`src/ybd_pkg.sv`:
```
// ybd_pkg: shared constants, types and lookup functions of the yuyv box downscaler
// no dependencies
`default_nettype none

package ybd_pkg;

  localparam int MaxLineGroups = 2048;
  localparam int MaxScale      = 8;

  localparam int SampleW  = 8;
  localparam int ColW     = $clog2(MaxLineGroups);
  localparam int LineW    = ColW + 1;
  localparam int CntW     = $clog2(MaxScale);
  localparam int ScaleW   = CntW + 1;
  localparam int SumW     = 14;
  localparam int EntryW   = 4 * SumW;
  localparam int CfgIdxW  = 1;
  localparam int CfgDataW = 12;

  // floor(x / n) = (x * ceil(2^14 / n)) >> 14 for x below 4096
  localparam int RecipShift = 14;
  localparam int RecipW     = 15;
  // floor(x / (n*n)) = (x * ceil(2^21 / (n*n))) >> 21 for x below 32768
  localparam int AreaShift  = 21;
  localparam int AreaRecipW = 22;
  localparam int HalfW      = 6;
  localparam int QuotW      = SumW + 1 + AreaRecipW - AreaShift;

  localparam logic [CfgIdxW-1:0] CfgScale = 1'd0;
  localparam logic [CfgIdxW-1:0] CfgLine  = 1'd1;

  localparam logic [ScaleW-1:0] ScaleReset = 4'd1;
  localparam logic [LineW-1:0]  LineReset  = 12'd320;

  typedef struct packed {
    logic [ColW-1:0]    col;
    logic               first;
    logic               a_left;
    logic               b_left;
    logic               last_blk;
    logic               eol;
    logic [ScaleW-1:0]  scale;
    logic [SampleW-1:0] ya;
    logic [SampleW-1:0] u;
    logic [SampleW-1:0] yb;
    logic [SampleW-1:0] v;
  } grp_t;

  typedef struct packed {
    logic [SumW-1:0]   sl;
    logic [SumW-1:0]   sr;
    logic [SumW-1:0]   su;
    logic [SumW-1:0]   sv;
    logic [ColW-1:0]   col;
    logic              eol;
    logic [ScaleW-1:0] scale;
  } sum_t;

  function automatic logic [RecipW-1:0] scale_recip(input logic [ScaleW-1:0] n);
    logic [RecipW-1:0] r;
    case (n)
      4'd2:    r = 15'd8192;
      4'd3:    r = 15'd5462;
      4'd4:    r = 15'd4096;
      4'd5:    r = 15'd3277;
      4'd6:    r = 15'd2731;
      4'd7:    r = 15'd2341;
      4'd8:    r = 15'd2048;
      default: r = 15'd16384;
    endcase
    return r;
  endfunction

  function automatic logic [AreaRecipW-1:0] area_recip(input logic [ScaleW-1:0] n);
    logic [AreaRecipW-1:0] r;
    case (n)
      4'd2:    r = 22'd524288;
      4'd3:    r = 22'd233017;
      4'd4:    r = 22'd131072;
      4'd5:    r = 22'd83887;
      4'd6:    r = 22'd58255;
      4'd7:    r = 22'd42800;
      4'd8:    r = 22'd32768;
      default: r = 22'd2097152;
    endcase
    return r;
  endfunction

  function automatic logic [HalfW-1:0] area_half(input logic [ScaleW-1:0] n);
    logic [HalfW-1:0] h;
    case (n)
      4'd2:    h = 6'd2;
      4'd3:    h = 6'd4;
      4'd4:    h = 6'd8;
      4'd5:    h = 6'd12;
      4'd6:    h = 6'd18;
      4'd7:    h = 6'd24;
      4'd8:    h = 6'd32;
      default: h = 6'd0;
    endcase
    return h;
  endfunction

endpackage

`default_nettype wire

```
`src/ybd_if.sv`:
```
// ybd_grp_if and ybd_pair_if: valid/ready channels for input groups and output pairs
// depends on ybd_pkg
`default_nettype none


interface ybd_pair_if;
  logic                        valid;
  logic                        ready;
  logic [ybd_pkg::SampleW-1:0] luma_left;
  logic [ybd_pkg::SampleW-1:0] luma_right;
  logic [ybd_pkg::SampleW-1:0] chroma_u_out;
  logic [ybd_pkg::SampleW-1:0] chroma_v_out;
  logic [ybd_pkg::ColW-1:0]    out_column;
  logic                        end_of_line;

  modport source (output valid, luma_left, luma_right, chroma_u_out, chroma_v_out,
                  out_column, end_of_line, input ready);
  modport sink (input valid, luma_left, luma_right, chroma_u_out, chroma_v_out,
                out_column, end_of_line, output ready);
endinterface

`default_nettype wire

```
`src/ybd_average.sv`:
```
// ybd_average: rounded box average by reciprocal multiply, saturation, output register
// depends on ybd_pkg and ybd_pair_if
`default_nettype none

module ybd_average (
  input  wire logic        clk_i,
  input  wire logic        rst_ni,
  input  wire logic        sum_valid_i,
  input  ybd_pkg::sum_t    sum_i,
  output logic             sum_ready_o,
  ybd_pair_if.source       pair_o
);

  localparam int NumW  = ybd_pkg::SumW + 1;
  localparam int ProdW = NumW + ybd_pkg::AreaRecipW;

  function automatic logic [ybd_pkg::SampleW-1:0] box_avg(
    input logic [ybd_pkg::SumW-1:0]       s,
    input logic [ybd_pkg::HalfW-1:0]      half,
    input logic [ybd_pkg::AreaRecipW-1:0] recip
  );
    logic [NumW-1:0]              num;
    logic [ProdW-1:0]             prod;
    logic [ybd_pkg::QuotW-1:0]    quo;
    logic [ybd_pkg::SampleW-1:0]  res;
    num  = NumW'(s) + NumW'(half);
    prod = ProdW'(num) * ProdW'(recip);
    quo  = prod[ybd_pkg::AreaShift +: ybd_pkg::QuotW];
    res  = (quo > ybd_pkg::QuotW'(255)) ? '1 : quo[ybd_pkg::SampleW-1:0];
    return res;
  endfunction

  logic                           out_valid_q;
  logic                           out_free, load;
  logic [ybd_pkg::HalfW-1:0]      half;
  logic [ybd_pkg::AreaRecipW-1:0] recip;

  assign out_free    = !out_valid_q || pair_o.ready;
  assign sum_ready_o = out_free;
  assign load        = sum_valid_i && out_free;
  assign half        = ybd_pkg::area_half(sum_i.scale);
  assign recip       = ybd_pkg::area_recip(sum_i.scale);

  always_ff @(posedge clk_i or negedge rst_ni) begin
    if (!rst_ni) begin
      out_valid_q <= 1'b0;
    end else if (out_free) begin
      out_valid_q <= sum_valid_i;
    end
  end

  always_ff @(posedge clk_i) begin
    if (load) begin
      pair_o.luma_left    <= box_avg(sum_i.sl, half, recip);
      pair_o.luma_right   <= box_avg(sum_i.sr, half, recip);
      pair_o.chroma_u_out <= box_avg(sum_i.su, half, recip);
      pair_o.chroma_v_out <= box_avg(sum_i.sv, half, recip);
      pair_o.out_column   <= sum_i.col;
      pair_o.end_of_line  <= sum_i.eol;
    end
  end

  assign pair_o.valid = out_valid_q;

endmodule

`default_nettype wire

```
`src/flat_wrapper.sv`:
```
// flat-port wrapper written by rule: the top's interface ports become plain ports
module ybd_average_flat 
  (clk_i, rst_ni, sum_valid_i, sum_i, sum_ready_o, pair_o_valid, pair_o_luma_left, pair_o_luma_right, pair_o_chroma_u_out, pair_o_chroma_v_out, pair_o_out_column, pair_o_end_of_line, pair_o_ready);
  ybd_pair_if pair_o_i ();
  input  wire logic clk_i;
  input  wire logic rst_ni;
  input  wire logic sum_valid_i;
  input  ybd_pkg::sum_t sum_i;
  output logic sum_ready_o;
  output wire logic [$bits(pair_o_i.valid)-1:0] pair_o_valid;
  output wire logic [$bits(pair_o_i.luma_left)-1:0] pair_o_luma_left;
  output wire logic [$bits(pair_o_i.luma_right)-1:0] pair_o_luma_right;
  output wire logic [$bits(pair_o_i.chroma_u_out)-1:0] pair_o_chroma_u_out;
  output wire logic [$bits(pair_o_i.chroma_v_out)-1:0] pair_o_chroma_v_out;
  output wire logic [$bits(pair_o_i.out_column)-1:0] pair_o_out_column;
  output wire logic [$bits(pair_o_i.end_of_line)-1:0] pair_o_end_of_line;
  input wire logic [$bits(pair_o_i.ready)-1:0] pair_o_ready;
  assign pair_o_valid = pair_o_i.valid;
  assign pair_o_luma_left = pair_o_i.luma_left;
  assign pair_o_luma_right = pair_o_i.luma_right;
  assign pair_o_chroma_u_out = pair_o_i.chroma_u_out;
  assign pair_o_chroma_v_out = pair_o_i.chroma_v_out;
  assign pair_o_out_column = pair_o_i.out_column;
  assign pair_o_end_of_line = pair_o_i.end_of_line;
  assign pair_o_i.ready = pair_o_ready;
  ybd_average u_core (.clk_i(clk_i), .rst_ni(rst_ni), .sum_valid_i(sum_valid_i), .sum_i(sum_i), .sum_ready_o(sum_ready_o), .pair_o(pair_o_i));
endmodule
```
`config.mk`:
```
export PLATFORM = sky130hd
export DESIGN_NAME = ybd_average_flat
export DESIGN_NICKNAME = d
export VERILOG_FILES = /design/src/ybd_pkg.sv /design/src/ybd_if.sv /design/src/ybd_average.sv /design/src/flat_wrapper.sv
export SDC_FILE = /design/constraint.sdc
export NUM_CORES = 2
export LEC_CHECK = 0
export BUFFER_PORTS_ARGS = -buffer_cell sky130_fd_sc_hd__buf_4
export CORE_UTILIZATION = 40
export DETAILED_ROUTE_END_ITERATION = 6
export HOLD_SLACK_MARGIN = 0.03
export PLACE_DENSITY_LB_ADDON = 0.25
export SYNTH_ARGS = -nofsm -noshare
export SYNTH_HDL_FRONTEND = slang
export SYNTH_SLANG_ARGS = --single-unit
```
`constraint.sdc`:
```
create_clock -name clk_i -period 1.8 [get_ports clk_i]
set_clock_uncertainty 0.15 [all_clocks]
set_input_delay 0.36 -clock clk_i [delete_from_list [all_inputs] [get_ports clk_i]]
set_output_delay 0.36 -clock clk_i [all_outputs]
set_load 0.02 [all_outputs]
```
==> metrics.md <==
| Metric | Value |
|---|---|
| DRC viols | `0` |
| Initial antenna violation count | `3` |
| Vias in the first global route | `36200` |
| Yosys warns | `0` |
| Slowest CP cell | `fa_2` |
| Starting density of the core | `40.3%` |
| WL/cell | `18.9 um` |
| Crit path max fanout | `8` |
| Worst-path clk slew | `0.10 ns` |
| Crit share post-route | `466%` |
| First drt pass iteration count | `7` |
| First-pass GRT wire length | `203000 um` |
| Maximum clock rate | `119 MHz` |
| Iter 0 DRT Violations | `2142` |
| Core ar. | `96600 um^2` |
| Yosys cell types | `75` |
| Clk buf depth | `2` |
| Violated checks | `negative setup slack` |
| Crit-path most repeated cell | `buf_6` |
| Worst hold path class | `primary input to register` |
| Status | `finished with violations` |
| Main synth FF type | `edfxtp_1` |
| Cell area after layout | `51100 um^2` |
| TritonCTS clock tree | `yes` |
| Fin nets | `6960` |
| Clk_lat worst skew | `0.35 ns` |
| Root Driver | `clkbuf_16` |
| Min Hold Slack | `0.0649 ns` |
| Layout cells sized above 1 | `26.7%` |
| R2r setup slk | `0.34 ns` |
| CP max stage delay | `0.56 ns` |
| Synthesized instance count | `4469` |
| Critical path buffer and inverter count | `13` |
| Max Slew Vio Count | `0` |
| Final setup fails | `32` |
| EDFF count, synth | `44` |
| Total Die Area | `98500 um^2` |
| Area delta synth->final | `31.4%` |
| Register area share after synthesis | `3.46%` |
| Rel. slew slack | `50.8%` |
| Synth async-reset ratio | `2.22%` |
| Num CTS Buffers | `5` |
| Final Critical Period | `8.39 ns` |
| Antenna viol nets, final | `0` |
| Commonest non-fill, non-tap cell in the layout | `inv_1` |
| Crit path required time | `1.77 ns` |
| Mean Syn Cell Area | `8.70 um^2` |
| RSZ-0062 raised after global routing | `true` |
| Final core utilization | `52.9%` |
| Synth top area share | `41.1%` |
| Dpl hpwl | `112000 um` |
| Worst-Margin Slew | `0.738 ns` |
| Most frequent cells in the layout | `inv_1 (1135), buf_4 (1102), fa_1 (770), ha_1 (544), nor2_1 (375)` |
| Worst EP arrival | `8.36 ns` |
| Placer Congestion | `0.980` |
| Mapped Nets | `5921` |
| Setup crit start kind | `primary input` |
| Setup WS post-layout | `-6.59 ns` |
| #FFs+latches synth | `45` |
| Global route total overflow | `0` |
| Largest net degree at the start of global routing | `45` |
| MaxCap Viol Count | `0` |
| Vias | `33900` |
| Synth area leader | `fa_1` |
| Area after DPL | `48900 um^2` |
| Nature of the critical path endpoint | `register` |
| Total GRT Usage | `26.8%` |
| Leakage | `28.2 nW` |
| Ports | `122` |
| Die X-Extent | `314 um` |
| Post-DR vias/cell | `5.00` |
| Height of the chip | `314 um` |
| Delay-heaviest family, CP | `adder cells` |
| Crit Path Category | `primary input to register` |
| Rows | `114` |
| Hold Fails Final Rpt | `0` |
| Post-Route WL | `128000 um` |
| Mapped cell area | `38900 um^2` |
| H-Tree Depth | `2` |
| Max VDD drop | `0.000526 V` |
| PortBufs | `121` |
| Power density over the cells | `620 nW/um^2` |
| Top cells by area, synth | `fa_1 (41%), ha_1 (19%), inv_1 (11%)` |
| Ant diodes | `0` |
| CTS Sinks | `45` |
routing by layer:
metal  GRT usage, %  up-vias  routed length [um]
met2           43.6      996               59200
met5              0        -                  26
met1           37.0    16900               56600
li1               -    15800                   -
met4           6.24        4                3320
met3           4.72      167                9110
state kept, by name (all words and copies together) (netlist names):
name / flops
u_core.pair_o.valid: 1
u_core.pair_o.luma_right: 8
u_core.pair_o.out_column: 11
u_core.pair_o.chroma_v_out: 8
u_core.pair_o.chroma_u_out: 8
u_core.pair_o.luma_left: 8
u_core.pair_o.end_of_line: 1
final timing paths:
check	start	endpoint	cells past startpoint
min in group asynchronous	rst_ni	u_core.pair_o.valid	2
max	sum_i[3]	u_core.pair_o.chroma_u_out[4]	40
min	sum_valid_i	u_core.pair_o.valid	2
max in group asynchronous	rst_ni	u_core.pair_o.valid	2
min reg2reg	u_core.pair_o.valid	u_core.pair_o.valid	2
max reg2reg	u_core.pair_o.valid	u_core.pair_o.chroma_u_out[0]	3
repair_timing:
item | 4_1_cts | 5_1_grt
pin swaps | 102 | 73
setup buffers | 49 | 20
hold endpoints to repair | 13 | 0
resized for setup | 170 | 127
endpoints found under the setup margin | 32 | 32
hold buffers | 13 | 0
cells by family after synthesis:
kind of cell               after synthesis  synth area share, %
adders and majority gates             1376                 59.7
buffers and inverters                 1291                 12.5
and+or+nand+nor                       1153                 13.5
AOI/OAI and AO/OA                      460                 7.58
xor gates and xnor gates               140                 3.20
DFF                                     45                 3.46
muxes                                    4                0.103
through the flow:
step	power, mW	setup WS, ns	instances	TNS, ns
3_5_place_dp	27.6	-7.30	6696	-227.83
6_report	31.7	-6.59	6785	-207.41
4_1_cts	30.7	-6.67	6766	-205.45
2_1_floorplan	16.6	-6.89	4469	-213.08
3_3_place_gp	27.5	-7.07	6696	-223.82
5_1_grt	35.0	-6.93	6785	-218.10
area by class of cell:
class                   instances  area [um^2]
fillers                      9036        45500
multi-input cells            3133        34400
repair buffers               1160         9150
inverters                    1163         4370
well taps                    1276         1600
flip-flops and latches         45         1350
clock buffers                   5          125
clock inverters                 3         47.5
power by group:
part | leakage, nW | internal [mW] | switching, mW
Sequential | 0.370 | 1.28 | 0.0277
Clock | 0.0848 | 0.673 | 0.649
Combinational | 27.7 | 13.5 | 15.5
Total | 28.2 | 15.5 | 16.2
cells in the mapped netlist, types with 5 or more instances:
| cell | count |
|---|---|
| and3_1 | 66 |
| o211ai_1 | 14 |
| o21ai_0 | 102 |
| nor2_1 | 406 |
| nor3_1 | 55 |
| or2_2 | 9 |
| a211o_1 | 5 |
| or3_1 | 26 |
| or4b_1 | 8 |
| xnor2_1 | 78 |
| a21oi_1 | 135 |
| a21o_1 | 62 |
| o21bai_1 | 14 |
| a41oi_1 | 5 |
| a31o_2 | 6 |
| ha_1 | 578 |
| edfxtp_1 | 44 |
| and2_1 | 55 |
| and4_1 | 12 |
| a31oi_1 | 14 |
| nand3b_1 | 5 |
| inv_1 | 1163 |
| a21boi_0 | 6 |
| nand3_1 | 51 |
| o21ai_1 | 8 |
| nand4_1 | 31 |
| nand2b_1 | 24 |
| o31ai_1 | 5 |
| nor2b_1 | 19 |
| a211oi_1 | 14 |
| nand2_1 | 367 |
| fa_1 | 798 |
| a221o_1 | 6 |
| clkbuf_1 | 123 |
| o21a_1 | 21 |
| xor2_1 | 61 |
(Power assumes the default switching activity.)
