$ cat config.mk
export PLATFORM = sky130hd
export DESIGN_NAME = ybd_front
export DESIGN_NICKNAME = d
export VERILOG_FILES = /design/src/ybd_pkg.sv /design/src/ybd_front.sv
export SDC_FILE = /design/constraint.sdc
export NUM_CORES = 1
export LEC_CHECK = 0
export ABC_AREA = 1
export BUFFER_PORTS_ARGS = -buffer_cell sky130_fd_sc_hd__buf_2
export CAP_MARGIN = 40
export CELL_PAD_IN_SITES_DETAIL_PLACEMENT = 0
export CELL_PAD_IN_SITES_GLOBAL_PLACEMENT = 2
export CORE_MARGIN = 5
export CORE_UTILIZATION = 40
export DETAILED_ROUTE_END_ITERATION = 10
export PLACE_DENSITY_LB_ADDON = 0.1
export SLEW_MARGIN = 20
export SYNTH_ARGS = -nofsm -noshare
export SYNTH_HDL_FRONTEND = slang
export SYNTH_SLANG_ARGS = --single-unit
$ cat constraint.sdc
create_clock -name clk_i -period 16 [get_ports clk_i]
set_input_delay 3.2 -clock clk_i [delete_from_list [all_inputs] [get_ports clk_i]]
set_output_delay 3.2 -clock clk_i [all_outputs]
set_load 0.02 [all_outputs]
$ cat src/ybd_pkg.sv
// ybd_pkg: shared constants, types and lookup functions of the yuyv box downscaler
// no dependencies
`default_nettype none

package ybd_pkg;

  localparam int MaxLineGroups = 2048;
  localparam int MaxScale      = 8;

  localparam int SampleW  = 8;
  localparam int ColW     = $clog2(MaxLineGroups);
  localparam int LineW    = ColW + 1;
  localparam int CntW     = $clog2(MaxScale);
  localparam int ScaleW   = CntW + 1;
  localparam int SumW     = 14;
  localparam int EntryW   = 4 * SumW;
  localparam int CfgIdxW  = 1;
  localparam int CfgDataW = 12;

  // floor(x / n) = (x * ceil(2^14 / n)) >> 14 for x below 4096
  localparam int RecipShift = 14;
  localparam int RecipW     = 15;
  // floor(x / (n*n)) = (x * ceil(2^21 / (n*n))) >> 21 for x below 32768
  localparam int AreaShift  = 21;
  localparam int AreaRecipW = 22;
  localparam int HalfW      = 6;
  localparam int QuotW      = SumW + 1 + AreaRecipW - AreaShift;

  localparam logic [CfgIdxW-1:0] CfgScale = 1'd0;
  localparam logic [CfgIdxW-1:0] CfgLine  = 1'd1;

  localparam logic [ScaleW-1:0] ScaleReset = 4'd1;
  localparam logic [LineW-1:0]  LineReset  = 12'd320;

  typedef struct packed {
    logic [ColW-1:0]    col;
    logic               first;
    logic               a_left;
    logic               b_left;
    logic               last_blk;
    logic               eol;
    logic [ScaleW-1:0]  scale;
    logic [SampleW-1:0] ya;
    logic [SampleW-1:0] u;
    logic [SampleW-1:0] yb;
    logic [SampleW-1:0] v;
  } grp_t;

  typedef struct packed {
    logic [SumW-1:0]   sl;
    logic [SumW-1:0]   sr;
    logic [SumW-1:0]   su;
    logic [SumW-1:0]   sv;
    logic [ColW-1:0]   col;
    logic              eol;
    logic [ScaleW-1:0] scale;
  } sum_t;

  function automatic logic [RecipW-1:0] scale_recip(input logic [ScaleW-1:0] n);
    logic [RecipW-1:0] r;
    case (n)
      4'd2:    r = 15'd8192;
      4'd3:    r = 15'd5462;
      4'd4:    r = 15'd4096;
      4'd5:    r = 15'd3277;
      4'd6:    r = 15'd2731;
      4'd7:    r = 15'd2341;
      4'd8:    r = 15'd2048;
      default: r = 15'd16384;
    endcase
    return r;
  endfunction

  function automatic logic [AreaRecipW-1:0] area_recip(input logic [ScaleW-1:0] n);
    logic [AreaRecipW-1:0] r;
    case (n)
      4'd2:    r = 22'd524288;
      4'd3:    r = 22'd233017;
      4'd4:    r = 22'd131072;
      4'd5:    r = 22'd83887;
      4'd6:    r = 22'd58255;
      4'd7:    r = 22'd42800;
      4'd8:    r = 22'd32768;
      default: r = 22'd2097152;
    endcase
    return r;
  endfunction

  function automatic logic [HalfW-1:0] area_half(input logic [ScaleW-1:0] n);
    logic [HalfW-1:0] h;
    case (n)
      4'd2:    h = 6'd2;
      4'd3:    h = 6'd4;
      4'd4:    h = 6'd8;
      4'd5:    h = 6'd12;
      4'd6:    h = 6'd18;
      4'd7:    h = 6'd24;
      4'd8:    h = 6'd32;
      default: h = 6'd0;
    endcase
    return h;
  endfunction

endpackage

`default_nettype wire

$ cat src/ybd_front.sv
// ybd_front: configuration registers, position counters and column decode per group
// depends on ybd_pkg
`default_nettype none

module ybd_front (
  input  wire logic                            clk_i,
  input  wire logic                            rst_ni,
  input  wire logic                            cfg_we_i,
  input  wire logic [ybd_pkg::CfgIdxW-1:0]     cfg_idx_i,
  input  wire logic [ybd_pkg::CfgDataW-1:0]    cfg_data_i,
  input  wire logic                            take_i,
  input  wire logic [ybd_pkg::SampleW-1:0]     luma_a_i,
  input  wire logic [ybd_pkg::SampleW-1:0]     chroma_u_i,
  input  wire logic [ybd_pkg::SampleW-1:0]     luma_b_i,
  input  wire logic [ybd_pkg::SampleW-1:0]     chroma_v_i,
  input  wire logic                            frame_start_i,
  output ybd_pkg::grp_t                        grp_o,
  output logic                                 keep_o
);

  localparam int ColProdW = ybd_pkg::ColW + ybd_pkg::RecipW;
  localparam int BlkProdW = ybd_pkg::LineW + ybd_pkg::RecipW;

  logic [ybd_pkg::ScaleW-1:0] scale_q;
  logic [ybd_pkg::LineW-1:0]  line_q;
  logic [ybd_pkg::ColW-1:0]   pos_q, pos_d, pos_c;
  logic [ybd_pkg::CntW-1:0]   gib_q, gib_d, gib_c;
  logic [ybd_pkg::CntW-1:0]   row_q, row_d, row_c;

  logic [ybd_pkg::ScaleW-1:0] n_eff, nm1, p2;
  logic [ybd_pkg::LineW-1:0]  l_eff, blocks, pos_inc;
  logic [ybd_pkg::RecipW-1:0] recip;
  logic [ColProdW-1:0]        col_prod;
  logic [BlkProdW-1:0]        blk_prod;
  logic [ybd_pkg::ColW-1:0]   col;
  logic                       gib_end, row_end;

  always_ff @(posedge clk_i or negedge rst_ni) begin
    if (!rst_ni) begin
      scale_q <= ybd_pkg::ScaleReset;
      line_q  <= ybd_pkg::LineReset;
    end else if (cfg_we_i) begin
      case (cfg_idx_i)
        ybd_pkg::CfgScale: scale_q <= cfg_data_i[ybd_pkg::ScaleW-1:0];
        ybd_pkg::CfgLine:  line_q  <= cfg_data_i[ybd_pkg::LineW-1:0];
        default: ;
      endcase
    end
  end

  always_comb begin
    if (scale_q == '0) begin
      n_eff = ybd_pkg::ScaleW'(1);
    end else if (scale_q > ybd_pkg::ScaleW'(ybd_pkg::MaxScale)) begin
      n_eff = ybd_pkg::ScaleW'(ybd_pkg::MaxScale);
    end else begin
      n_eff = scale_q;
    end
    if (line_q == '0) begin
      l_eff = ybd_pkg::LineW'(1);
    end else if (line_q > ybd_pkg::LineW'(ybd_pkg::MaxLineGroups)) begin
      l_eff = ybd_pkg::LineW'(ybd_pkg::MaxLineGroups);
    end else begin
      l_eff = line_q;
    end
  end

  assign pos_c = frame_start_i ? '0 : pos_q;
  assign gib_c = frame_start_i ? '0 : gib_q;
  assign row_c = frame_start_i ? '0 : row_q;

  // divide by n through the reciprocal table
  assign recip    = ybd_pkg::scale_recip(n_eff);
  assign col_prod = ColProdW'(pos_c) * ColProdW'(recip);
  assign blk_prod = BlkProdW'(l_eff) * BlkProdW'(recip);
  assign col      = col_prod[ybd_pkg::RecipShift +: ybd_pkg::ColW];
  assign blocks   = blk_prod[ybd_pkg::RecipShift +: ybd_pkg::LineW];

  assign nm1     = n_eff - ybd_pkg::ScaleW'(1);
  assign gib_end = {1'b0, gib_c} >= nm1;
  assign row_end = {1'b0, row_c} >= nm1;
  assign p2      = {gib_c, 1'b0};

  assign keep_o = {1'b0, col} < blocks;

  always_comb begin
    grp_o.col      = col;
    grp_o.first    = (row_c == '0) && (gib_c == '0);
    grp_o.a_left   = p2 < n_eff;
    grp_o.b_left   = (p2 + ybd_pkg::ScaleW'(1)) < n_eff;
    grp_o.last_blk = row_end && gib_end;
    grp_o.eol      = {1'b0, col} == (blocks - ybd_pkg::LineW'(1));
    grp_o.scale    = n_eff;
    grp_o.ya       = luma_a_i;
    grp_o.u        = chroma_u_i;
    grp_o.yb       = luma_b_i;
    grp_o.v        = chroma_v_i;
  end

  assign pos_inc = {1'b0, pos_c} + ybd_pkg::LineW'(1);

  always_comb begin
    gib_d = gib_end ? '0 : gib_c + ybd_pkg::CntW'(1);
    pos_d = pos_inc[ybd_pkg::ColW-1:0];
    row_d = row_c;
    if (pos_inc >= l_eff) begin
      pos_d = '0;
      gib_d = '0;
      row_d = row_end ? '0 : row_c + ybd_pkg::CntW'(1);
    end
  end

  always_ff @(posedge clk_i or negedge rst_ni) begin
    if (!rst_ni) begin
      pos_q <= '0;
      gib_q <= '0;
      row_q <= '0;
    end else if (take_i) begin
      pos_q <= pos_d;
      gib_q <= gib_d;
      row_q <= row_d;
    end
  end

endmodule

`default_nettype wire

==> summary.txt <==
Global routing
  – Total track usage: 0.227
  – Gr ovfl total: 0
  – Vias in the first global route: 12500
  – Initial antenna violation count: 0
  – First-pass GRT wire length: 68800 um
  – Largest net degree at the start of global routing: 34

Timing
  – Final Hold Vio Count: 0
  – Worst setup margin: between 2000 and 3000 ps
  – Fin. max-slew vios: 0
  – Relative slew slack: 0.453
  – Final Cycle Share: 0.821
  – RSZ-0062 raised after global routing: false
  – Setup Skew: approximately 4.5 ps
  – Worst slew pin tran: 817 ps
  – Fmax: 76.1 MHz
  – Final setup fails: 0
  – Setup TNS: 0 ps
  – Final min period: 13140 ps

Synth
  – Synth Net Count: between 2000 and 2500
  – Syn Area/Cell: 7.53 um^2
  – Area leader, netlist: fa_1
  – Total number of yosys warnings: 0
  – Top-count cell post-synth: inv_1
  – Netlist cell types: 56
  – Cells after Synth: 1865
  – Synth area leaders: fa_1, ha_1, inv_1
  – Register area share after synthesis: 0.0591
  – Post-synth EDFFs: 0
  – Most frequent cells after synthesis: inv_1, nand2_1, fa_1
  – Share of the synthesized area in the top cell type: 0.345
  – #FFs+latches synth: 33
  – Synthesized cell area: 0.0140 mm^2
  – Synth Flop Type: dfrtp_1
  – Asr flop ratio synth: 1.00

CTS
  – CTS Hold Buffers Added: 0
  – Clk sinks: 33
  – Max Root-Sink Buffers: 2
  – Clock-pin slew on the worst setup and hold paths: 50 ps
  – Htree depth: 2
  – Cts bufs inserted: 5
  – Postcts setup bufs: 0
  – Clock Tree Root: clkbuf_16
  – TritonCTS clock tree: yes
  – Post-CTS sizing: 0
  – Clk_lat worst skew: around 280 ps

Die
  – Initial Utilization: 0.406
  – Num ports: 103
  – Die H: between 150 and 200 um
  – # rows: 68
  – Die W: a little under 200 um
  – Die area: 0.0390 mm^2
  – Core area: ~0.035 mm^2

Critical path
  – Setup crit end kind: output port
  – Worst R2R Path Depth: 20
  – Critical path startpoint category: primary input
  – Cell family with most CP delay: adder cells
  – CP Buf/Inv Count: 8
  – CP Data Arrival Time: ~9900 ps
  – Slowest cell on the critical path: fa_1
  – FF-to-FF Start: pos_q[3]$_DFFE_PN0P_
  – CP Depth: 29
  – Reg2Reg Setup Slack: 12130 ps
  – Critical Path RT: 12800 ps
  – RR Endpoint: pos_q[9]$_DFFE_PN0P_
  – CP max FO: 17
  – Critical path class: primary input to output port
  – Worst path max stage delay: 500 ps

Finish
  – Non-filler instance count after layout: 2309
  – Share of cells above drive strength 1: 0.0609
  – # fillers: 3750
  – Layout Utilization: 0.424
  – Storage cell area: 830 um^2
  – Area of the multi-input gates: around 0.011 mm^2
  – Diode count: 0
  – Nets: 2305
  – Area grow syn2layout: 4.55%

Place
  – Placed insts: 2299
  – Dpl ws: 2720 ps
  – PortBufs: 38
  – Gpl congestion: ~0.9
  – Detailed placement HPWL: 36100 um

Power and ir drop
  – Pwr Density: between 50 and 60 mW/mm^2
  – P_leak: ~7.5 nW
  – Worst vdd ir: 42.1 uV

Worst hold path
  – HP Class: register to register
  – Hold Path Stages: 2
  – Hold endpoint: scale_q[1]$_DFFE_PN0P_
  – Min-delay src: scale_q[1]$_DFFE_PN0P_

Detailed routing
  – Iteration-0 DRC Markers: 527
  – Drt wl/cell: 18.4 um
  – # DRC: 0
  – Detailed-route via count: 11600
  – Vias per cell: 5.02
  – DRT Pass-1 Iters: 5
  – Final WL: 42600 um
  – Post-DRT Antenna Nets: 0

Run status
  – Outcome: completed

Job
  – Max-Cap Viols: 0
worst max-delay path by stage:
stage / from / endpoint / slack (ps)
final: frame_start_i / keep_o / 2860
after global routing: scale_q[3]$_DFFE_PN0P_ / keep_o / 2270
after CTS: frame_start_i / keep_o / 2680
after detailed placement: frame_start_i / keep_o / 2720
after global placement: frame_start_i / keep_o / 2780
after floorplan: frame_start_i / keep_o / 3200
worst min-delay path, delay by kind of cell (launching register included):
| family | cells | cell delay [ps] |
|---|---|---|
| DFF | 1 | 350 |
| AOI/OAI and AO/OA | 1 | 60 |
| and+or+nand+nor | 1 | 50 |
routing by layer:
layer / vias up / track usage / part of all wire
met5: - / 0 / 0
met2: 261 / 0.402 / 0.49
met1: 5738 / 0.300 / 0.44
li1: 5539 / - / -
met4: 0 / 0.0560 / 0.027
met3: 63 / 0.0205 / 0.038
layout by cell type, fill, tap and decap left out, types with 3 or more instances in the layout:
| cell type | synthesis | routed |
|---|---|---|
| inv_1 | 438 | 438 |
| nand2_1 | 369 | 369 |
| fa_1 | 242 | 242 |
| nor2_1 | 218 | 218 |
| ha_1 | 160 | 160 |
| a21oi_1 | 63 | 63 |
| nand3_1 | 56 | 56 |
| o21ai_0 | 50 | 50 |
| buf_2 | 1 | 38 |
| dfrtp_1 | 30 | 30 |
| xor2_1 | 22 | 22 |
| nor3_1 | 16 | 16 |
| nand2_2 | 15 | 15 |
| inv_2 | 13 | 13 |
| nand4_1 | 11 | 11 |
| xnor2_1 | 10 | 10 |
| buf_4 | 33 | 9 |
| nand3b_1 | 6 | 6 |
| a21o_1 | 6 | 6 |
| o21bai_1 | 6 | 6 |
| nor2_2 | 5 | 5 |
| a31oi_1 | 5 | 5 |
| clkbuf_16 | 0 | 5 |
| nand2_4 | 4 | 4 |
| clkinv_1 | 4 | 4 |
| mux2_2 | 4 | 4 |
| nor4_1 | 3 | 3 |
| o211ai_1 | 3 | 3 |
| nor2_4 | 3 | 3 |
| o32ai_1 | 3 | 3 |
| dfstp_2 | 3 | 3 |
cells by family after synthesis:
logic type      share of synthesized area
flops                              0.0591
fa+ha+maj                           0.488
mux                               0.00321
buf+inv                             0.149
xor+xnor                           0.0250
simple gates                        0.216
compound gates                     0.0607
stage by stage:
stage | area [um^2] | hold slack [ps] | power (mW)
2_1_floorplan | 14000 | 453 | 0.568
3_3_place_gp | 14500 | 479 | 0.738
3_5_place_dp | 14500 | 477 | 0.740
4_1_cts | 14700 | 491 | 0.863
5_1_grt | 14700 | 512 | 0.946
6_report | 14700 | 488 | 0.855
report_power, final:
group | internal, mW | total (mW) | switching, mW | leakage [nW]
Sequential | 0.0946 | 0.102 | 0.00772 | 0.417
Clock | 0.0777 | 0.116 | 0.0382 | 0.0831
Combinational | 0.207 | 0.636 | 0.429 | 7.04
Total | 0.379 | 0.855 | 0.475 | 7.54
final cells by class:
type / instances / share of cell area
clock inverter: 2 / 0.00256
timing repair buffer: 48 / 0.0189
inverter: 455 / 0.116
tap: 455 / 0.0388
sequential: 33 / 0.0565
multi-input combinational: 1310 / 0.757
clock buffer: 6 / 0.00946
state kept, by name, summed over array words and instances, names as in the netlist:
register and cells:
gib_q 3, pos_q 11, row_q 3, scale_q 4, line_q 12
Power figures use the tool's default switching activity.
