## src/ybd_pkg.sv

```systemverilog
// ybd_pkg: shared constants, types and lookup functions of the yuyv box downscaler
// no dependencies
`default_nettype none

package ybd_pkg;

  localparam int MaxLineGroups = 2048;
  localparam int MaxScale      = 8;

  localparam int SampleW  = 8;
  localparam int ColW     = $clog2(MaxLineGroups);
  localparam int LineW    = ColW + 1;
  localparam int CntW     = $clog2(MaxScale);
  localparam int ScaleW   = CntW + 1;
  localparam int SumW     = 14;
  localparam int EntryW   = 4 * SumW;
  localparam int CfgIdxW  = 1;
  localparam int CfgDataW = 12;

  // floor(x / n) = (x * ceil(2^14 / n)) >> 14 for x below 4096
  localparam int RecipShift = 14;
  localparam int RecipW     = 15;
  // floor(x / (n*n)) = (x * ceil(2^21 / (n*n))) >> 21 for x below 32768
  localparam int AreaShift  = 21;
  localparam int AreaRecipW = 22;
  localparam int HalfW      = 6;
  localparam int QuotW      = SumW + 1 + AreaRecipW - AreaShift;

  localparam logic [CfgIdxW-1:0] CfgScale = 1'd0;
  localparam logic [CfgIdxW-1:0] CfgLine  = 1'd1;

  localparam logic [ScaleW-1:0] ScaleReset = 4'd1;
  localparam logic [LineW-1:0]  LineReset  = 12'd320;

  typedef struct packed {
    logic [ColW-1:0]    col;
    logic               first;
    logic               a_left;
    logic               b_left;
    logic               last_blk;
    logic               eol;
    logic [ScaleW-1:0]  scale;
    logic [SampleW-1:0] ya;
    logic [SampleW-1:0] u;
    logic [SampleW-1:0] yb;
    logic [SampleW-1:0] v;
  } grp_t;

  typedef struct packed {
    logic [SumW-1:0]   sl;
    logic [SumW-1:0]   sr;
    logic [SumW-1:0]   su;
    logic [SumW-1:0]   sv;
    logic [ColW-1:0]   col;
    logic              eol;
    logic [ScaleW-1:0] scale;
  } sum_t;

  function automatic logic [RecipW-1:0] scale_recip(input logic [ScaleW-1:0] n);
    logic [RecipW-1:0] r;
    case (n)
      4'd2:    r = 15'd8192;
      4'd3:    r = 15'd5462;
      4'd4:    r = 15'd4096;
      4'd5:    r = 15'd3277;
      4'd6:    r = 15'd2731;
      4'd7:    r = 15'd2341;
      4'd8:    r = 15'd2048;
      default: r = 15'd16384;
    endcase
    return r;
  endfunction

  function automatic logic [AreaRecipW-1:0] area_recip(input logic [ScaleW-1:0] n);
    logic [AreaRecipW-1:0] r;
    case (n)
      4'd2:    r = 22'd524288;
      4'd3:    r = 22'd233017;
      4'd4:    r = 22'd131072;
      4'd5:    r = 22'd83887;
      4'd6:    r = 22'd58255;
      4'd7:    r = 22'd42800;
      4'd8:    r = 22'd32768;
      default: r = 22'd2097152;
    endcase
    return r;
  endfunction

  function automatic logic [HalfW-1:0] area_half(input logic [ScaleW-1:0] n);
    logic [HalfW-1:0] h;
    case (n)
      4'd2:    h = 6'd2;
      4'd3:    h = 6'd4;
      4'd4:    h = 6'd8;
      4'd5:    h = 6'd12;
      4'd6:    h = 6'd18;
      4'd7:    h = 6'd24;
      4'd8:    h = 6'd32;
      default: h = 6'd0;
    endcase
    return h;
  endfunction

endpackage

`default_nettype wire

```

## src/ybd_accum.sv

```systemverilog
// ybd_accum: read-modify-write of the column sums with write forwarding, sum register
// depends on ybd_pkg; drives the ybd_line_ram write ports and takes its read data
`default_nettype none

module ybd_accum (
  input  wire logic                         clk_i,
  input  wire logic                         rst_ni,
  input  wire logic                         take_i,
  input  wire logic                         keep_i,
  input  ybd_pkg::grp_t                     grp_i,
  output logic                              s1_free_o,
  input  wire logic [ybd_pkg::EntryW-1:0]   rdata_i,
  output logic                              ram_we_o,
  output logic      [ybd_pkg::ColW-1:0]     ram_waddr_o,
  output logic      [ybd_pkg::EntryW-1:0]   ram_wdata_o,
  output logic                              sum_valid_o,
  output ybd_pkg::sum_t                     sum_o,
  input  wire logic                         sum_ready_i
);

  ybd_pkg::grp_t s1_q;
  logic          s1_valid_q, s1_valid_d;
  ybd_pkg::sum_t s2_q;
  logic          s2_valid_q, s2_valid_d;

  logic                        wr_valid_q;
  logic [ybd_pkg::ColW-1:0]    wr_col_q;
  logic [ybd_pkg::EntryW-1:0]  wr_data_q;

  logic                        s2_free, s1_fire, s2_load;
  logic [ybd_pkg::EntryW-1:0]  base, entry_new;
  logic [ybd_pkg::SumW-1:0]    sl, sr, su, sv;
  logic [ybd_pkg::SumW-1:0]    ya, yb;

  assign s2_free   = !s2_valid_q || sum_ready_i;
  assign s1_fire   = s1_valid_q && (!s1_q.last_blk || s2_free);
  assign s1_free_o = !s1_valid_q || s1_fire;
  assign s2_load   = s1_fire && s1_q.last_blk;

  // the write of the item just ahead lands at the edge that registers this read
  always_comb begin
    if (s1_q.first) begin
      base = '0;
    end else if (wr_valid_q && (wr_col_q == s1_q.col)) begin
      base = wr_data_q;
    end else begin
      base = rdata_i;
    end
  end

  assign ya = ybd_pkg::SumW'(s1_q.ya);
  assign yb = ybd_pkg::SumW'(s1_q.yb);

  always_comb begin
    sl = base[0 +: ybd_pkg::SumW];
    sr = base[ybd_pkg::SumW +: ybd_pkg::SumW];
    su = base[2*ybd_pkg::SumW +: ybd_pkg::SumW] + ybd_pkg::SumW'(s1_q.u);
    sv = base[3*ybd_pkg::SumW +: ybd_pkg::SumW] + ybd_pkg::SumW'(s1_q.v);
    if (s1_q.a_left) begin
      sl = sl + ya;
    end else begin
      sr = sr + ya;
    end
    if (s1_q.b_left) begin
      sl = sl + yb;
    end else begin
      sr = sr + yb;
    end
  end

  assign entry_new   = {sv, su, sr, sl};
  assign ram_we_o    = s1_fire;
  assign ram_waddr_o = s1_q.col;
  assign ram_wdata_o = entry_new;

  assign s1_valid_d = (take_i && keep_i) ? 1'b1 : (s1_fire ? 1'b0 : s1_valid_q);
  assign s2_valid_d = s2_load ? 1'b1 : (sum_ready_i ? 1'b0 : s2_valid_q);

  always_ff @(posedge clk_i or negedge rst_ni) begin
    if (!rst_ni) begin
      s1_valid_q <= 1'b0;
      s2_valid_q <= 1'b0;
      wr_valid_q <= 1'b0;
    end else begin
      s1_valid_q <= s1_valid_d;
      s2_valid_q <= s2_valid_d;
      if (s1_fire) begin
        wr_valid_q <= 1'b1;
      end
    end
  end

  always_ff @(posedge clk_i) begin
    if (take_i && keep_i) begin
      s1_q <= grp_i;
    end
    if (s1_fire) begin
      wr_col_q  <= s1_q.col;
      wr_data_q <= entry_new;
    end
    if (s2_load) begin
      s2_q.sl    <= sl;
      s2_q.sr    <= sr;
      s2_q.su    <= su;
      s2_q.sv    <= sv;
      s2_q.col   <= s1_q.col;
      s2_q.eol   <= s1_q.eol;
      s2_q.scale <= s1_q.scale;
    end
  end

  assign sum_valid_o = s2_valid_q;
  assign sum_o       = s2_q;

`ifndef ASSERT_OFF
  assert property (@(posedge clk_i) disable iff (!rst_ni)
    s2_load |=> s2_valid_q)
    else $error("finished block sums not registered");
  assert property (@(posedge clk_i) disable iff (!rst_ni)
    (s2_valid_q && !sum_ready_i) |=> (s2_valid_q && $stable(s2_q)))
    else $error("stalled block sums changed");
  assert property (@(posedge clk_i) disable iff (!rst_ni)
    s1_fire |=> (wr_valid_q && (wr_col_q == $past(s1_q.col))))
    else $error("forwarding register misses last write");
  assert property (@(posedge clk_i) disable iff (!rst_ni)
    (s1_valid_q && !s1_fire) |=> (s1_valid_q && $stable(s1_q)))
    else $error("held group lost in accumulate stage");
`endif

endmodule

`default_nettype wire

```

## config.mk

```make
export PLATFORM = sky130hd
export DESIGN_NAME = ybd_accum
export DESIGN_NICKNAME = d
export VERILOG_FILES = /design/src/ybd_pkg.sv /design/src/ybd_accum.sv
export SDC_FILE = /design/constraint.sdc
export NUM_CORES = 1
export LEC_CHECK = 0
export BUFFER_PORTS_ARGS = -buffer_cell sky130_fd_sc_hd__buf_2
export CELL_PAD_IN_SITES_DETAIL_PLACEMENT = 1
export CELL_PAD_IN_SITES_GLOBAL_PLACEMENT = 1
export CORE_UTILIZATION = 40
export DETAILED_ROUTE_END_ITERATION = 8
export PLACE_DENSITY_LB_ADDON = 0.1
export SLEW_MARGIN = 20
export SYNTH_ARGS = -nofsm -noshare
export SYNTH_HDL_FRONTEND = slang
export SYNTH_SLANG_ARGS = --single-unit
export TNS_END_PERCENT = 20
```

## constraint.sdc

```tcl
create_clock -name clk_i -period 13.46 [get_ports clk_i]
set_input_delay 1.346 -clock clk_i [delete_from_list [all_inputs] [get_ports clk_i]]
set_output_delay 1.346 -clock clk_i [all_outputs]
set_load 0.01 [all_outputs]
```

==> reports/results.md, run 1 <==
| Metric | Value | Unit |
|---|---|---|
| Cell variety after synth | 55 | - |
| Total buffers and inverters traversed by the critical path | 2 | - |
| Most numerous cell types in the synthesized netlist | 191 x sky130_fd_sc_hd__edfxtp_1, 98 x sky130_fd_sc_hd__nand2_1, 65 x sky130_fd_sc_hd__a21oi_1 | - |
| Critical path data required time | 12110 | ps |
| Skew final | 27.66 | ps |
| Largest delay share family, worst path | simple AND/OR/NAND/NOR gates | - |
| Net count after synthesis | 975 | - |
| Pwr per Cell Area | 130.9 | mW/mm^2 |
| Clock insertion delay at the later pin of the skew report | 450 | ps |
| Pin count of the biggest net entering global routing | 74 | - |
| Minimum clock period | 7555 | ps |
| Routed WL per cell | 19.10 | microns |
| Endpoint with the worst hold slack | sum_o[3] | - |
| Fraction of registers with async set or reset after synthesis | 1.546 | % |
| Drc violations | 0 | - |
| Post-synth top flop | sky130_fd_sc_hd__edfxtp_1 | - |
| Total half-perimeter wirelength after legalization and detailed placement | 19170 | microns |
| Final core utilization | 49.87 | % |
| Aggregate global-route resource usage | 21.15 | % |
| Synthesized-area fraction occupied by and/or/nand/nor cells | 10.62 | % |
| Share of the clock period used by the worst path | 56.13 | % |
| Clock Tree Buf Depth | 2 | - |
| Number of global-route vias before repair | 7383 | - |
| Count of boundary I/O pins | 255 | - |
| Synthesized-area fraction occupied by adder cells | 7.837 | % |
| Fraction of final layout cells with drive strength greater than 1 | 30.20 | % |
| Share of Yosys cell area claimed by the top area cell type | 58.32 | % |
| Max transition margin | 31.71 | % |
| Synth Area per Inst | 12.23 | sq um |
| Unrepaired setup endpoints after global routing | false | - |
| Total die area | 0.02522 | sq mm |
| Yosys warning total | 0 | - |
| Summed negative setup slack over all endpoints | 0 | ps |
| Post-route non-filler standard cell count | 1389 | - |
| Floorplan row count | 57 | - |
| Setup slack of the worst register-to-register path | 7670 | ps |
| Kind of start point of the critical path | flop | - |
| Min setup slack post-route | 5905 | ps |
| Critical path arrival | 6210 | ps |
| Core region area | 0.02425 | sq mm |
| H-tree lvl count | 4 | - |
| Worst hold slack | 424.2 | ps |
| Violation count after the first detailed-route iteration | 390 | - |
| Dominant combinational cell family by area after synthesis | compound AO/OA/AOI/OAI gates | - |
| Worst Min Path Start | s1_q[35] | - |
| CP Capture Type | output pin | - |
| Pre-antenna DRT Iters | 4 | - |
| First-pass GRT wire length | 40920 | microns |
| Total count of hold-check failures in the final report | 0 | - |
| Instance count along the most critical hold path | 0 | - |
| Hold Crit Class | reg2reg | - |
| # Max-Cap Violations | 0 | - |
| Clock sink count | 194 | - |
| Cell area after synthesis | 0.009834 | sq mm |
| Multiplexer share of the synthesized area | 2.748 | % |
| Xor/xnor share of the synthesized area | 6.145 | % |
| Total global routing overflow | 0 | - |
| Initial antenna violation count | 5 | - |
| Reg2reg start | ram_waddr_o[10] | - |
| Placed cells | 1354 | - |
| CTS tree | yes | - |
| Starting Density | 40.56 | % |
| Clock-pin slew on the worst setup and hold paths | 90 | ps |
| Max Fanout on Critical Path | 38 | - |
| Instance count of the mapped netlist | 804 | - |
| Layout area overhead | 22.95 | % |
| Largest vdd supply drop | 0.00006756 | V |
| Dominant cell by count in the synthesized netlist | sky130_fd_sc_hd__edfxtp_1 | - |
| Cell accounting for the most synthesized area | sky130_fd_sc_hd__edfxtp_1 | - |
| TritonCTS Buffers | 17 | - |
| Count of port buffers added during placement | 254 | - |
| Worst r2r path cells | 20 | - |
| CP Class | reg2out | - |
| Count of filler cells inserted in the layout | 2688 | - |
| Outcome | finished clean | - |
| Number of buffers inserted to repair setup after CTS | 0 | - |
| Static leakage power | 5.029 | nW |
| Critical path, cell by cell | xnor2_1 > nand4_1 > nor3_4 > buf_4 > nand2_1 > a21oi_1 > ha_1 > o21ai_0 > nor2_1 > o31a_1 > o31ai_1 > nand2_1 > o21ai_0 > ha_1 > nor2b_1 > nand4_1 > a31oi_1 > nand3_1 > nor4_1 > xnor2_1 > buf_2 | - |
| FMAX | 132.4 | MHz |
| Setup violation total in the final timing report | 0 | - |
| Sequential fraction of the synthesis area | 59.08 | % |
| Clk root buf | sky130_fd_sc_hd__clkbuf_16 | - |
| Post-DR vias/cell | 5.094 | - |
| FF-to-FF End | sum_o[57] | - |
| Remaining number of nets flagged by the antenna check after routing | 0 | - |
| Total number of vias | 7075 | - |
| Hold buffers post-CTS | 0 | - |
| Placement-stage worst setup slack | 6326 | ps |
| Actual slew at the worst max-slew pin | 1024 | ps |
| Die Y-Extent | 158.8 | microns |
| Largest stage delay on the critical path | 780 | ps |
| Number of max-slew violations in the final report | 0 | - |
| Number of flops mapped to enable cells by yosys | 191 | - |
| Synthesized-area fraction occupied by ao, oa, aoi and oai cells | 10.64 | % |
| Cells taking the most area after synthesis | sky130_fd_sc_hd__edfxtp_1 58%, sky130_fd_sc_hd__ha_1 6.6%, sky130_fd_sc_hd__xnor2_1 4.4% | - |
| Die width | 158.8 | microns |
| Worst-path cell with the longest stage delay | sky130_fd_sc_hd__nor3_4 | - |
| Number of nets in the layout | 1221 | - |
| Total detailed-routing wirelength | 26530 | microns |
| Routability congestion estimate from global placement | 0.8000 | - |
| Number of synthesized register bits | 194 | - |
| Number of gates resized after cts | 0 | - |
-- worst max path at each step --
stage	start	to	slack, ps	cells after the start
2_1_floorplan	ram_waddr_o[7]	ram_wdata_o[12]	7320	25
3_3_place_gp	ram_waddr_o[5]	ram_wdata_o[27]	6480	21
3_5_place_dp	ram_waddr_o[10]	ram_wdata_o[27]	6330	21
4_1_cts	ram_waddr_o[10]	ram_wdata_o[27]	5800	21
5_1_grt	ram_waddr_o[10]	ram_wdata_o[27]	5180	21
6_report	ram_waddr_o[10]	ram_wdata_o[27]	5910	21
-- cells in the final DEF, fill, tap and decap left out, types with 3 or more instances in the layout --
cell type | synthesis | final
sky130_fd_sc_hd__nor2b_1 | 8 | 8
sky130_fd_sc_hd__clkbuf_16 | 0 | 17
sky130_fd_sc_hd__a21boi_0 | 3 | 3
sky130_fd_sc_hd__nor4_1 | 5 | 4
sky130_fd_sc_hd__a21oi_1 | 65 | 65
sky130_fd_sc_hd__xor2_1 | 20 | 20
sky130_fd_sc_hd__o31ai_1 | 9 | 9
sky130_fd_sc_hd__nand3_1 | 18 | 18
sky130_fd_sc_hd__buf_2 | 5 | 254
sky130_fd_sc_hd__or2_2 | 6 | 6
sky130_fd_sc_hd__clkinv_8 | 0 | 3
sky130_fd_sc_hd__dfrtp_1 | 3 | 3
sky130_fd_sc_hd__edfxtp_1 | 191 | 191
sky130_fd_sc_hd__o21ai_0 | 28 | 28
sky130_fd_sc_hd__nand4_1 | 8 | 8
sky130_fd_sc_hd__mux2i_1 | 18 | 18
sky130_fd_sc_hd__ha_1 | 52 | 52
sky130_fd_sc_hd__o21a_1 | 7 | 7
sky130_fd_sc_hd__a31oi_1 | 4 | 4
sky130_fd_sc_hd__inv_12 | 0 | 7
sky130_fd_sc_hd__nor2_1 | 48 | 48
sky130_fd_sc_hd__a211oi_1 | 8 | 8
sky130_fd_sc_hd__mux2_2 | 8 | 8
sky130_fd_sc_hd__and3_1 | 5 | 4
sky130_fd_sc_hd__nor3_1 | 7 | 7
sky130_fd_sc_hd__nand2b_1 | 10 | 10
sky130_fd_sc_hd__buf_4 | 11 | 8
sky130_fd_sc_hd__a211o_1 | 3 | 3
sky130_fd_sc_hd__o21bai_1 | 4 | 4
sky130_fd_sc_hd__xnor2_1 | 49 | 49
sky130_fd_sc_hd__inv_1 | 28 | 28
sky130_fd_sc_hd__fa_1 | 6 | 6
sky130_fd_sc_hd__nand2_1 | 98 | 98
sky130_fd_sc_hd__a21o_1 | 20 | 20
-- cell families (layout without fill, tap and decap cells) --
| logic type | after synthesis | in the layout |
|---|---|---|
| other cells | 0 | 2 |
| buf+inv | 64 | 323 |
| mux | 26 | 26 |
| flops | 194 | 194 |
| simple gates | 226 | 226 |
| xor+xnor | 69 | 69 |
| compound gates | 167 | 167 |
| fa+ha+maj | 58 | 58 |
-- through the flow --
stage                     total power, mW  cell area, sq um
after floorplan                    0.9322              9834
after global placement              1.036             11400
after global routing                1.650             12090
final                               1.583             12090
after detailed placement            1.044             11400
after CTS                           1.601             12050
-- state kept, by name, summed over array words and instances (netlist names) --
register / count
sum_o: 72
wr_data_q: 56
s1_q: 41
ram_waddr_o: 11
wr_col_q: 11
s1_valid_q: 1
sum_valid_o: 1
wr_valid_q: 1
-- per-layer routing --
| layer | global-route usage [%] | vias up | part of all wire, % |
|---|---|---|---|
| met5 | 0 | - | 0.15 |
| met4 | 6.487 | 6 | 1.3 |
| met3 | 4.702 | 24 | 4.9 |
| met2 | 35.41 | 171 | 48 |
| met1 | 27.23 | 3446 | 46 |
| li1 | - | 3428 | - |
-- cell type report --
type | instances | area [sq um] | area share, %
Antenna cell | 2 | 5.005 | 0.04139
Clock buffer | 17 | 425.4 | 3.518
Clock inverter | 15 | 222.7 | 1.842
Inverter | 28 | 105.1 | 0.8692
Multi-Input combinational cell | 546 | 3759 | 31.08
Sequential cell | 194 | 5811 | 48.05
Tap cell | 324 | 405.4 | 3.353
Timing Repair Buffer | 263 | 1359 | 11.24
-- power by group --
group	leakage [nW]	switching (mW)	internal (mW)
sequential	1.82	0.0160	0.720
combinational	2.90	0.175	0.118
clock	0.312	0.287	0.266
No activity file was read; power rests on OpenSTA's default activity.
==> inputs of run 2 (changes only) <==
CORE_UTILIZATION = 38   (was 40)
clock period = 6.88 ns   (was 13.46 ns; I/O delays follow)
==> reports/results.md, run 2 (synthesized netlist as in run 1, its figures left out) <==
| Metric | Value | Unit |
|---|---|---|
| Outcome | finished clean | - |
| FF-to-FF End | wr_data_q[27] | - |
| Setup slack of the worst register-to-register path | 1500 | ps |
| Violation count after the first detailed-route iteration | 334 | - |
| Summed negative setup slack over all endpoints | 0 | ps |
| Highest-count cells in the layout ignoring fill and taps | 254 x sky130_fd_sc_hd__buf_2, 191 x sky130_fd_sc_hd__edfxtp_1, 98 x sky130_fd_sc_hd__nand2_1 | - |
| Clock Tree Buf Depth | 2 | - |
| Final core utilization | 48.03 | % |
| Clock sink count | 194 | - |
| Total global routing overflow | 0 | - |
| CTS tree | yes | - |
| Pin count of the biggest net entering global routing | 70 | - |
| Count of port buffers added during placement | 254 | - |
| Total number of vias | 7054 | - |
| Total cell area at the placement stage | 0.01147 | sq mm |
| Worst r2r path cells | 20 | - |
| First-pass GRT wire length | 40990 | microns |
| Total half-perimeter wirelength after legalization and detailed placement | 19630 | microns |
| Aggregate global-route resource usage | 20.45 | % |
| Instance count along the most critical hold path | 1 | - |
| Critical path data required time | 6190 | ps |
| TritonCTS Buffers | 17 | - |
| Minimum clock period | 6489 | ps |
| Share of the clock period used by the worst path | 94.31 | % |
| Largest vdd supply drop | 0.0001818 | V |
| Unrepaired setup endpoints after global routing | false | - |
| Placement-stage worst setup slack | 576.8 | ps |
| Routed WL per cell | 19.11 | microns |
| Post-DR vias/cell | 5.021 | - |
| Number of nets in the layout | 1230 | - |
| Reg2reg start | ram_waddr_o[7] | - |
| Kind of start point of the critical path | flop | - |
| Die Y-Extent | 162.9 | microns |
| H-tree lvl count | 4 | - |
| Endpoint with the worst hold slack | s1_q[37] | - |
| Routability congestion estimate from global placement | 0.7955 | - |
| Remaining number of nets flagged by the antenna check after routing | 0 | - |
| Total count of hold-check failures in the final report | 0 | - |
| Starting Density | 38.94 | % |
| Critical path arrival | 5800 | ps |
| Commonest non-fill, non-tap cell in the layout | sky130_fd_sc_hd__buf_2 | - |
| Core region area | 0.02525 | sq mm |
| Initial antenna violation count | 3 | - |
| CP Capture Type | output pin | - |
| Count of filler cells inserted in the layout | 2785 | - |
| Clock insertion delay at the later pin of the skew report | 450 | ps |
| Total non-filler cell area in the finished layout | 0.01213 | sq mm |
| Actual slew at the worst max-slew pin | 1064 | ps |
| Number of max-slew violations in the final report | 0 | - |
| Total detailed-routing wirelength | 26850 | microns |
| Static leakage power | 5.066 | nW |
| Min setup slack post-route | 391.4 | ps |
| FMAX | 154.1 | MHz |
| Count of boundary I/O pins | 255 | - |
| Die width | 162.9 | microns |
| Pwr per Cell Area | 250.7 | mW/mm^2 |
| Fraction of final layout cells with drive strength greater than 1 | 30.69 | % |
| Max transition margin | 29.04 | % |
| Total die area | 0.02653 | sq mm |
| Pre-antenna DRT Iters | 4 | - |
| Hold Crit Class | in2reg | - |
| Floorplan row count | 58 | - |
| Clk root buf | sky130_fd_sc_hd__clkbuf_16 | - |
| Clock-pin slew on the worst setup and hold paths | 90 | ps |
| Number of global-route vias before repair | 7267 | - |
| Drc violations | 0 | - |
| Skew final | 22.46 | ps |
| Worst Min Path Start | grp_i[37] | - |
| Layout area overhead | 23.33 | % |
| Setup violation total in the final timing report | 0 | - |
| Number of flip-flops under the largest register name | 72 | - |
| # Max-Cap Violations | 0 | - |
| CP Class | reg2out | - |
| Max Fanout on Critical Path | 15 | - |
| Power, Total | 3.041 | mW |
==> run 2: cell count changes in the layout (fill, tap and decap cells not counted), moves of 2 or more <==
cell,delta
sky130_fd_sc_hd__buf_4,+8
sky130_fd_sc_hd__inv_8,+2
sky130_fd_sc_hd__inv_12,-6
sky130_fd_sc_hd__clkinv_8,+2
==> run 2: layout make-up <==
type / count / area [sq um] / share of cell area [%]
antenna: 3 / 7.507 / 0.06189
clock buffer: 17 / 425.4 / 3.507
clock inverter: 15 / 182.7 / 1.506
inverter: 28 / 105.1 / 0.8665
multi-input combinational: 546 / 3764 / 31.03
sequential: 194 / 5811 / 47.91
tap: 330 / 412.9 / 3.404
timing repair buffer: 272 / 1421 / 11.72
==> run 2: worst max-delay path by stage <==
stage	start	slack, ps	depth (start not counted)	endpoint
after floorplan	ram_waddr_o[7]	1400	25	ram_wdata_o[12]
after global placement	ram_waddr_o[3]	770	21	ram_wdata_o[27]
after detailed placement	ram_waddr_o[7]	580	21	ram_wdata_o[27]
after CTS	ram_waddr_o[7]	30	21	ram_wdata_o[27]
after global routing	ram_waddr_o[7]	30	22	ram_wdata_o[12]
final	ram_waddr_o[7]	390	21	ram_wdata_o[27]
==> run 2: critical path, cell delays in order (launching register included) <==
cell,delay [ps]
sky130_fd_sc_hd__edfxtp_1,480
sky130_fd_sc_hd__xnor2_1,260
sky130_fd_sc_hd__nand4_1,240
sky130_fd_sc_hd__or3_4,560
sky130_fd_sc_hd__buf_4,250
sky130_fd_sc_hd__nand2_1,90
sky130_fd_sc_hd__a21oi_1,100
sky130_fd_sc_hd__ha_1,300
sky130_fd_sc_hd__a211oi_1,260
sky130_fd_sc_hd__nor2_1,140
sky130_fd_sc_hd__o31a_1,290
sky130_fd_sc_hd__o31ai_1,360
sky130_fd_sc_hd__nand2_1,100
sky130_fd_sc_hd__o21ai_1,260
sky130_fd_sc_hd__ha_1,210
sky130_fd_sc_hd__nor2b_1,180
sky130_fd_sc_hd__nand4_1,110
sky130_fd_sc_hd__a31oi_1,290
sky130_fd_sc_hd__nand3_1,170
sky130_fd_sc_hd__nor4_1,260
sky130_fd_sc_hd__xnor2_1,220
sky130_fd_sc_hd__buf_2,190
==> run 2: repair_timing <==
| action | CTS | global route |
|---|---|---|
| hold buffers | 1 | 0 |
| endpoints found under the hold margin | 3 | 0 |
| endpoints found under the setup margin | 0 | 9 |
| resized for setup | 0 | 4 |
| buffers inserted | 0 | 1 |
==> run 2: through the flow <==
step	instances	hold slack (ps)
3_3_place_gp	1368	402.5
2_1_floorplan	804	392.4
3_5_place_dp	1368	405.2
6_report	1405	401.6
5_1_grt	1403	378.9
4_1_cts	1401	378.3
==> run 2: power breakdown <==
part | switching (mW) | total (mW) | internal, mW
logic | 0.342 | 0.575 | 0.233
clock network | 0.530 | 1.03 | 0.496
registers | 0.0310 | 1.44 | 1.41
==> run 2: layer usage <==
layer	global-route usage (%)	wire length, microns
met3	4.966	1593
met1	26.92	12100
met4	5.055	260
met5	0	0
met2	33.71	12890
